[src/rtl/core/tpu_pkg.sv]
package tpu_pkg;

  localparam int CntW    = 14;
  localparam int ByteW   = 8;
  localparam int QDepth  = 4;
  localparam int QPtrW   = $clog2(QDepth);
  localparam int QCntW   = $clog2(QDepth + 1);

  localparam logic [ByteW-1:0] MaskFlag   = 8'h80;
  localparam logic [4:0]       FullMask   = 5'h1F;
  localparam logic [ByteW-1:0] ExtEffect  = 8'h0E;
  localparam logic [ByteW-1:0] ExtBase    = 8'd36;
  localparam logic [ByteW-1:0] NibbleMask = 8'h0F;
  localparam logic [2:0]       NoField    = 3'd5;
  localparam logic [2:0]       ParamField = 3'd4;

  typedef struct packed {
    logic             fresh;
    logic             store;
    logic             finish;
    logic             use_param;
    logic [1:0]       idx;
    logic [ByteW-1:0] data;
    logic             last;
  } op_t;

  function automatic logic [2:0] next_present(input logic [4:0] mask, input logic [2:0] from);
    logic [2:0] res;
    res = NoField;
    for (int j = 4; j >= 0; j--) begin
      if ((3'(j) >= from) && mask[j]) begin
        res = 3'(j);
      end
    end
    return res;
  endfunction

endpackage

[src/rtl/core/tpu_front.sv]
module tpu_front #(
  parameter int MAX_CELLS = 8192
) (
  input  logic                      clk,
  input  logic                      rst,
  input  logic                      accept,
  input  logic [tpu_pkg::ByteW-1:0] stream_byte,
  input  logic                      pattern_start,
  input  logic [tpu_pkg::CntW-1:0]  cells_in_pattern,
  output logic                      push,
  output tpu_pkg::op_t              op
);
  import tpu_pkg::*;

  localparam int LimW = 17;
  localparam logic [LimW-1:0] Limit = LimW'(MAX_CELLS);

  logic [CntW-1:0] cells_left, cells_left_next;
  logic            in_cell, in_cell_next;
  logic [4:0]      field_mask, field_mask_next;
  logic [2:0]      field_index, field_index_next;

  logic [CntW-1:0] cl;
  logic            ic;
  logic [4:0]      fm;
  logic [2:0]      fi;
  logic [2:0]      nf;
  logic            fresh;
  logic [LimW-1:0] n_ext;

  always_comb begin
    n_ext = {{(LimW-CntW){1'b0}}, cells_in_pattern};
    if (pattern_start) begin
      cl = (n_ext > Limit) ? Limit[CntW-1:0] : cells_in_pattern;
      ic = 1'b0;
      fm = '0;
      fi = '0;
    end else begin
      cl = cells_left;
      ic = in_cell;
      fm = field_mask;
      fi = field_index;
    end

    cells_left_next  = cl;
    in_cell_next     = ic;
    field_mask_next  = fm;
    field_index_next = fi;
    push             = 1'b0;
    fresh            = 1'b0;
    nf               = NoField;
    op               = '0;
    op.data          = stream_byte;
    op.last          = (cl == CntW'(1));

    if (accept && (cl != '0)) begin
      push = 1'b1;
      if (!ic) begin
        fresh    = 1'b1;
        op.fresh = 1'b1;
        if ((stream_byte & MaskFlag) != '0) begin
          field_mask_next = stream_byte[4:0];
          nf = next_present(stream_byte[4:0], 3'd0);
          if (nf == NoField) begin
            op.finish       = 1'b1;
            cells_left_next = cl - CntW'(1);
            in_cell_next    = 1'b0;
            field_mask_next = '0;
            field_index_next = '0;
          end else begin
            in_cell_next     = 1'b1;
            field_index_next = nf;
          end
        end else begin
          fm = FullMask;
          fi = '0;
        end
      end
      if (ic || ((stream_byte & MaskFlag) == '0)) begin
        op.fresh = fresh;
        if (fi >= ParamField) begin
          op.finish        = 1'b1;
          op.use_param     = 1'b1;
          cells_left_next  = cl - CntW'(1);
          in_cell_next     = 1'b0;
          field_mask_next  = '0;
          field_index_next = '0;
        end else begin
          op.store = 1'b1;
          op.idx   = fi[1:0];
          nf = next_present(fm, fi + 3'd1);
          if (nf == NoField) begin
            op.finish        = 1'b1;
            cells_left_next  = cl - CntW'(1);
            in_cell_next     = 1'b0;
            field_mask_next  = '0;
            field_index_next = '0;
          end else begin
            in_cell_next     = 1'b1;
            field_mask_next  = fm;
            field_index_next = nf;
          end
        end
      end
    end
  end

  always_ff @(posedge clk) begin
    if (rst) begin
      cells_left  <= '0;
      in_cell     <= 1'b0;
      field_mask  <= '0;
      field_index <= '0;
    end else if (accept) begin
      cells_left  <= cells_left_next;
      in_cell     <= in_cell_next;
      field_mask  <= field_mask_next;
      field_index <= field_index_next;
    end
  end

endmodule

[src/rtl/core/tpu_queue.sv]
module tpu_queue (
  input  logic         clk,
  input  logic         rst,
  input  logic         push,
  input  tpu_pkg::op_t push_op,
  output logic         push_ready,
  input  logic         pop,
  output logic         head_valid,
  output tpu_pkg::op_t head_op
);
  import tpu_pkg::*;

  op_t              mem [QDepth];
  logic [QPtrW-1:0] wr_ptr;
  logic [QPtrW-1:0] rd_ptr;
  logic [QCntW-1:0] count;
  logic             do_wr;
  logic             do_rd;

  assign push_ready = (count != QCntW'(QDepth));
  assign head_valid = (count != '0);
  assign head_op    = mem[rd_ptr];
  assign do_wr      = push && push_ready;
  assign do_rd      = pop && head_valid;

  always_ff @(posedge clk) begin
    if (do_wr) begin
      mem[wr_ptr] <= push_op;
    end
  end

  always_ff @(posedge clk) begin
    if (rst) begin
      wr_ptr <= '0;
      rd_ptr <= '0;
      count  <= '0;
    end else begin
      if (do_wr) begin
        wr_ptr <= wr_ptr + QPtrW'(1);
      end
      if (do_rd) begin
        rd_ptr <= rd_ptr + QPtrW'(1);
      end
      case ({do_wr, do_rd})
        2'b10:   count <= count + QCntW'(1);
        2'b01:   count <= count - QCntW'(1);
        default: count <= count;
      endcase
    end
  end

endmodule

[src/rtl/core/tpu_back.sv]
module tpu_back (
  input  logic                      clk,
  input  logic                      rst,
  input  logic                      head_valid,
  input  tpu_pkg::op_t              head_op,
  output logic                      pop,
  output logic                      out_valid,
  input  logic                      out_ready,
  output logic [tpu_pkg::ByteW-1:0] note,
  output logic [tpu_pkg::ByteW-1:0] instrument,
  output logic [tpu_pkg::ByteW-1:0] volume_column,
  output logic [tpu_pkg::ByteW-1:0] effect_command,
  output logic [tpu_pkg::ByteW-1:0] effect_parameter,
  output logic                      last_cell
);
  import tpu_pkg::*;

  logic [ByteW-1:0] partial [4];
  logic [ByteW-1:0] base [4];
  logic [ByteW-1:0] eff;
  logic [ByteW-1:0] param;

  assign pop = head_valid && (!head_op.finish || !out_valid || out_ready);

  always_comb begin
    for (int k = 0; k < 4; k++) begin
      base[k] = head_op.fresh ? '0 : partial[k];
    end
    if (head_op.store) begin
      base[head_op.idx] = head_op.data;
    end
    eff   = base[3];
    param = head_op.use_param ? head_op.data : '0;
    if (eff == ExtEffect) begin
      eff   = ExtBase + {4'b0, param[7:4]};
      param = param & NibbleMask;
    end
  end

  always_ff @(posedge clk) begin
    if (rst) begin
      for (int k = 0; k < 4; k++) begin
        partial[k] <= '0;
      end
    end else if (pop) begin
      for (int k = 0; k < 4; k++) begin
        partial[k] <= head_op.finish ? '0 : base[k];
      end
    end
  end

  always_ff @(posedge clk) begin
    if (rst) begin
      out_valid <= 1'b0;
    end else if (pop && head_op.finish) begin
      out_valid <= 1'b1;
    end else if (out_ready) begin
      out_valid <= 1'b0;
    end
  end

  always_ff @(posedge clk) begin
    if (pop && head_op.finish) begin
      note             <= base[0];
      instrument       <= base[1];
      volume_column    <= base[2];
      effect_command   <= eff;
      effect_parameter <= param;
      last_cell        <= head_op.last;
    end
  end

endmodule

[src/rtl/core/tracker_pattern_unpacker_top.sv]
// a cell is written into the queue with the byte that completes it, then registered onto the outputs
// throughput: one byte per cycle while the queue is not full, set by the front decoder's per-byte state update
// a four-item queue lets the decoder run on while a finished cell waits on out_ready
// reset: synchronous, clears cell state, cell count, queue and out_valid
// after reset bytes are dropped until a byte arrives with pattern_start set
module tracker_pattern_unpacker_top #(
  parameter int MAX_CELLS = 8192
) (
  input  logic                      clk,
  input  logic                      rst,
  input  logic                      in_valid,
  output logic                      in_ready,
  input  logic [tpu_pkg::ByteW-1:0] stream_byte,
  input  logic                      pattern_start,
  input  logic [tpu_pkg::CntW-1:0]  cells_in_pattern,
  output logic                      out_valid,
  input  logic                      out_ready,
  output logic [tpu_pkg::ByteW-1:0] note,
  output logic [tpu_pkg::ByteW-1:0] instrument,
  output logic [tpu_pkg::ByteW-1:0] volume_column,
  output logic [tpu_pkg::ByteW-1:0] effect_command,
  output logic [tpu_pkg::ByteW-1:0] effect_parameter,
  output logic                      last_cell
);
  import tpu_pkg::*;

  logic accept;
  logic push;
  op_t  push_op;
  logic push_ready;
  logic pop;
  logic head_valid;
  op_t  head_op;

  assign in_ready = push_ready;
  assign accept   = in_valid && in_ready;

  tpu_front #(
    .MAX_CELLS(MAX_CELLS)
  ) u_front (
    .clk             (clk),
    .rst             (rst),
    .accept          (accept),
    .stream_byte     (stream_byte),
    .pattern_start   (pattern_start),
    .cells_in_pattern(cells_in_pattern),
    .push            (push),
    .op              (push_op)
  );

  tpu_queue u_queue (
    .clk       (clk),
    .rst       (rst),
    .push      (push),
    .push_op   (push_op),
    .push_ready(push_ready),
    .pop       (pop),
    .head_valid(head_valid),
    .head_op   (head_op)
  );

  tpu_back u_back (
    .clk             (clk),
    .rst             (rst),
    .head_valid      (head_valid),
    .head_op         (head_op),
    .pop             (pop),
    .out_valid       (out_valid),
    .out_ready       (out_ready),
    .note            (note),
    .instrument      (instrument),
    .volume_column   (volume_column),
    .effect_command  (effect_command),
    .effect_parameter(effect_parameter),
    .last_cell       (last_cell)
  );

endmodule

[config.mk]
export PLATFORM = sky130hd
export DESIGN_NAME = tracker_pattern_unpacker_top
export DESIGN_NICKNAME = d
export VERILOG_FILES = /design/src/rtl/core/tpu_pkg.sv /design/src/rtl/core/tpu_front.sv /design/src/rtl/core/tpu_queue.sv /design/src/rtl/core/tpu_back.sv /design/src/rtl/core/tracker_pattern_unpacker_top.sv
export SDC_FILE = /design/constraint.sdc
export NUM_CORES = 1
export LEC_CHECK = 0
export ABC_CLOCK_PERIOD_IN_PS = 5800
export BUFFER_PORTS_ARGS = -buffer_cell sky130_fd_sc_hd__buf_2
export CAP_MARGIN = 20
export CORE_MARGIN = 2
export CORE_UTILIZATION = 60
export DETAILED_ROUTE_END_ITERATION = 7
export MAX_ROUTING_LAYER = met4
export PLACE_DENSITY_LB_ADDON = 0.08
export RECOVER_POWER = 50
export SYNTH_ARGS = -nofsm -noshare
export SYNTH_HDL_FRONTEND = slang
export SYNTH_SLANG_ARGS = --single-unit
[constraint.sdc]
create_clock -name clk -period 5.8 [get_ports clk]
set_clock_uncertainty 0.2 [all_clocks]
set_input_delay 1.45 -clock clk [delete_from_list [all_inputs] [get_ports clk]]
set_output_delay 1.45 -clock clk [all_outputs]
set_load 0.05 [all_outputs]
==> results.md <==
- Worst Hold Depth: 2
- Port bufs: 69
- Hold Startpoint: u_front.field_index[1]$_SDFFE_PP0P_
- R2R Path End: u_back.partial[0][1]$_SDFFCE_PP0P_
- Initial Utilization: 60.7%
- CP max stage delay: 460 ps
- Worst r2r path cells: 5
- Post-synth EDFFs: 133
- Antenna fix cells: 0
- Std-Cell Rows: 42
- Setup_tns: 0 ps
- Postcts setup bufs: 0
- Max Freq: 212 MHz
- CP top delay family: simple AND/OR/NAND/NOR gates
- CP Cell Sequence: buf_2 > inv_2 > a21boi_0 > ha_1 > nor4b_2 > and4_4 > nor2_8 > inv_4 > ha_1 > inv_1 > fa_1 > xor2_1 > or3_1 > a21oi_1
- Post-detailed-route wirelength per cell: 19.1 microns
- Fin. max-slew vios: 57
- Failing checks: capacitance limit, slew limit
- # DRC: 0
- Crit path required time: 5950 ps
- Placed cell count: 889
- Count leader, synth: edfxtp_1
- P_leak: 3.17 nW
- Total core area: 13100 sq um
- Share of cells above drive strength 1: 12.9%
- CP Depth: 14
- Leading area contributor after synthesis: edfxtp_1
- Post-synth top area share: 50.3%
- Max VDD drop: 229 uV
- Number of synthesized register bits: 166
- Pwr Density: 515 nW/um^2
- 1st-iter DRT viols: 614
- Status: finished, violations left
- Syn Nets: 712
- Mapped Cells: 671
- Initial antenna violation count: 0
- I/O Pins: 70
- Avg Vias per Cell: 5.99
- CTS tree: done
- WL final: 17600 microns
- Die W: 119 microns
- CTS resizes: 0
- RSZ-0062 raised after global routing: no
- First-pass GRT wire length: 28000 microns
- Mapped Avg Cell Area: 11.8 sq um
- Setup crit start kind: input port
- Design area: 8970 sq um
- Number of global-route vias before repair: 5368
- Clock transition at the registers of the reported paths: 60 ps
- Sequential fraction of the synthesis area: 58.6%
- Reg2Reg Setup Slack: 1360 ps
- Largest fanout on the critical path: 28
- Data arrival, critical path: 4870 ps
- Final setup viols: 0
- Clk Latency, worst-skew pair: 430 ps
- Synth cell count leaders: edfxtp_1, nand2_1, nor2_1
- Synth-to-Final Area Change: 13.0%
- CTS H-tree depth: 4
- Period utilization: 81.4%
- Worst setup path category: in -> reg
- 1st-pass router iterations: 5
- Crit end category: flip-flop
- DP HPWL: 11700 microns
- Post-DRT Antenna Nets: 0
- RePlAce Congestion: 0.899
- GRT Total Usage: 26.4%
- Top FF cell, synth: edfxtp_1
- Buf/Inv on CP: 4
- Max-cap violations: 2
- Hold WS: 290 ps
- Final hold violation count: 0
- Slowest CP cell: a21boi_0
- Dpl cell area: 8420 sq um
- Clock Sinks: 166
- CP most frequent cell: ha_1
- Grt total ovfl: 0
- Min-delay worst type: reg -> reg
- Bufs on Longest Clock Path: 2
- Worst slew pin tran: 2290 ps
- Distinct cell type count of the synthesized netlist: 82
- Relative slew margins: -52.9%
- TritonCTS buffer count: 17
- Pwr Total: 0.00462 W
- Fraction of registers with async set or reset after synthesis: 0%
- Die area: 14200 sq um
- Hold Path Sink: u_front.field_index[1]$_SDFFE_PP0P_
- YS warnings: 0
- Largest net degree at the start of global routing: 42
- Synth Cell Area: 7940 sq um
- Crit path time final: 4720 ps
- Final cell count without fillers: 921
- Root buffer cell: clkbuf_16
- Hold-fix buffers, CTS: 0
- Ranking of synthesized cells by area: edfxtp_1, dfxtp_1, mux4_2, o21ai_0, nor2b_1
- Vias: 5519
- Die H: 119 microns
- Nets@finish: 773
==> report_power, final <==
part / internal (W) / total (W) / switching [W] / leakage (nW)
sequential: 0.00171 / 0.00183 / 0.000112 / 1.56
combinational: 0.000408 / 0.00160 / 0.00119 / 1.32
clock: 0.000721 / 0.00119 / 0.000468 / 0.295
total: 0.00284 / 0.00462 / 0.00177 / 3.17
==> metrics by stage <==
step / setup WS, ps / utilization [%]
3_3_place_gp: 810 / 64.1
6_report: 1080 / 68.5
2_1_floorplan: 1150 / -
3_5_place_dp: 650 / 64.3
4_1_cts: 1090 / 69.1
5_1_grt: 879 / 68.5
==> flip-flops by register name, indices dropped and copies added (netlist names), named ones only <==
| signal | flops |
|---|---|
| u_back.effect_command | 8 |
| u_back.effect_parameter | 8 |
| u_back.instrument | 8 |
| u_back.last_cell | 1 |
| u_back.note | 8 |
| u_back.out_valid | 1 |
| u_back.partial | 32 |
| u_back.volume_column | 8 |
| u_front.cells_left | 14 |
| u_front.field_index | 3 |
| u_front.field_mask | 5 |
| u_front.in_cell | 1 |
| u_queue.count | 3 |
| u_queue.mem | 60 |
| u_queue.rd_ptr | 2 |
| u_queue.wr_ptr | 2 |
==> tightest hold or removal path, cell delays in order (launching register included) <==
cell and delay, ps:
dfxtp_1 330, nand2_1 60, a21oi_1 50
==> logic make-up after synthesis <==
logic type,share of synthesized area (%)
muxes,5.71
AOI/OAI and AO/OA,12.1
adders and majority gates,2.30
xor gates and xnor gates,0.977
DFF,58.6
buffers and inverters,3.26
and+or+nand+nor,17.1
==> per-layer routing <==
metal	wire (microns)	GRT usage, %	part of all wire, %
met3	789	4.45	4.5
met4	378	9.97	2.1
met5	0	-	0
met2	8840	43.9	50
met1	7580	32.8	43
==> worst max-delay path by stage <==
stage | startpoint | to | slack (ps)
after floorplan | pattern_start | u_queue.count[2]$_SDFFE_PP0P_ | 1150
after global placement | pattern_start | u_queue.count[2]$_SDFFE_PP0P_ | 810
after detailed placement | pattern_start | u_queue.count[2]$_SDFFE_PP0P_ | 650
after CTS | pattern_start | u_queue.count[2]$_SDFFE_PP0P_ | 1090
after global routing | pattern_start | u_queue.count[2]$_SDFFE_PP0P_ | 880
final | pattern_start | u_queue.count[2]$_SDFFE_PP0P_ | 1080
==> cell type report <==
type,count,area (sq um)
Clock inverter,15,199
Tap cell,176,220
Sequential cell,166,4650
Clock buffer,17,425
Inverter,27,104
Timing Repair Buffer,75,340
Fill cell,942,4120
Multi-Input combinational cell,445,3020
==> placed cells by master, fill, tap and decap left out, drive strengths merged, types with 10 or more instances in the layout <==
cell type  Yosys  layout
mux2i         10      10
nand3         28      28
a31oi         11      11
a21o          10      10
nor2          53      53
a21oi         17      17
mux4          10      10
mux2          11      11
and2          15      15
nor2b         32      32
dfxtp         33      33
buf           14      23
o21ai         51      51
inv           27      30
nor3          19      19
nand2         53      53
ha            13      13
edfxtp       133     133
clkbuf        19      69
Power figures use the tool's default switching activity.
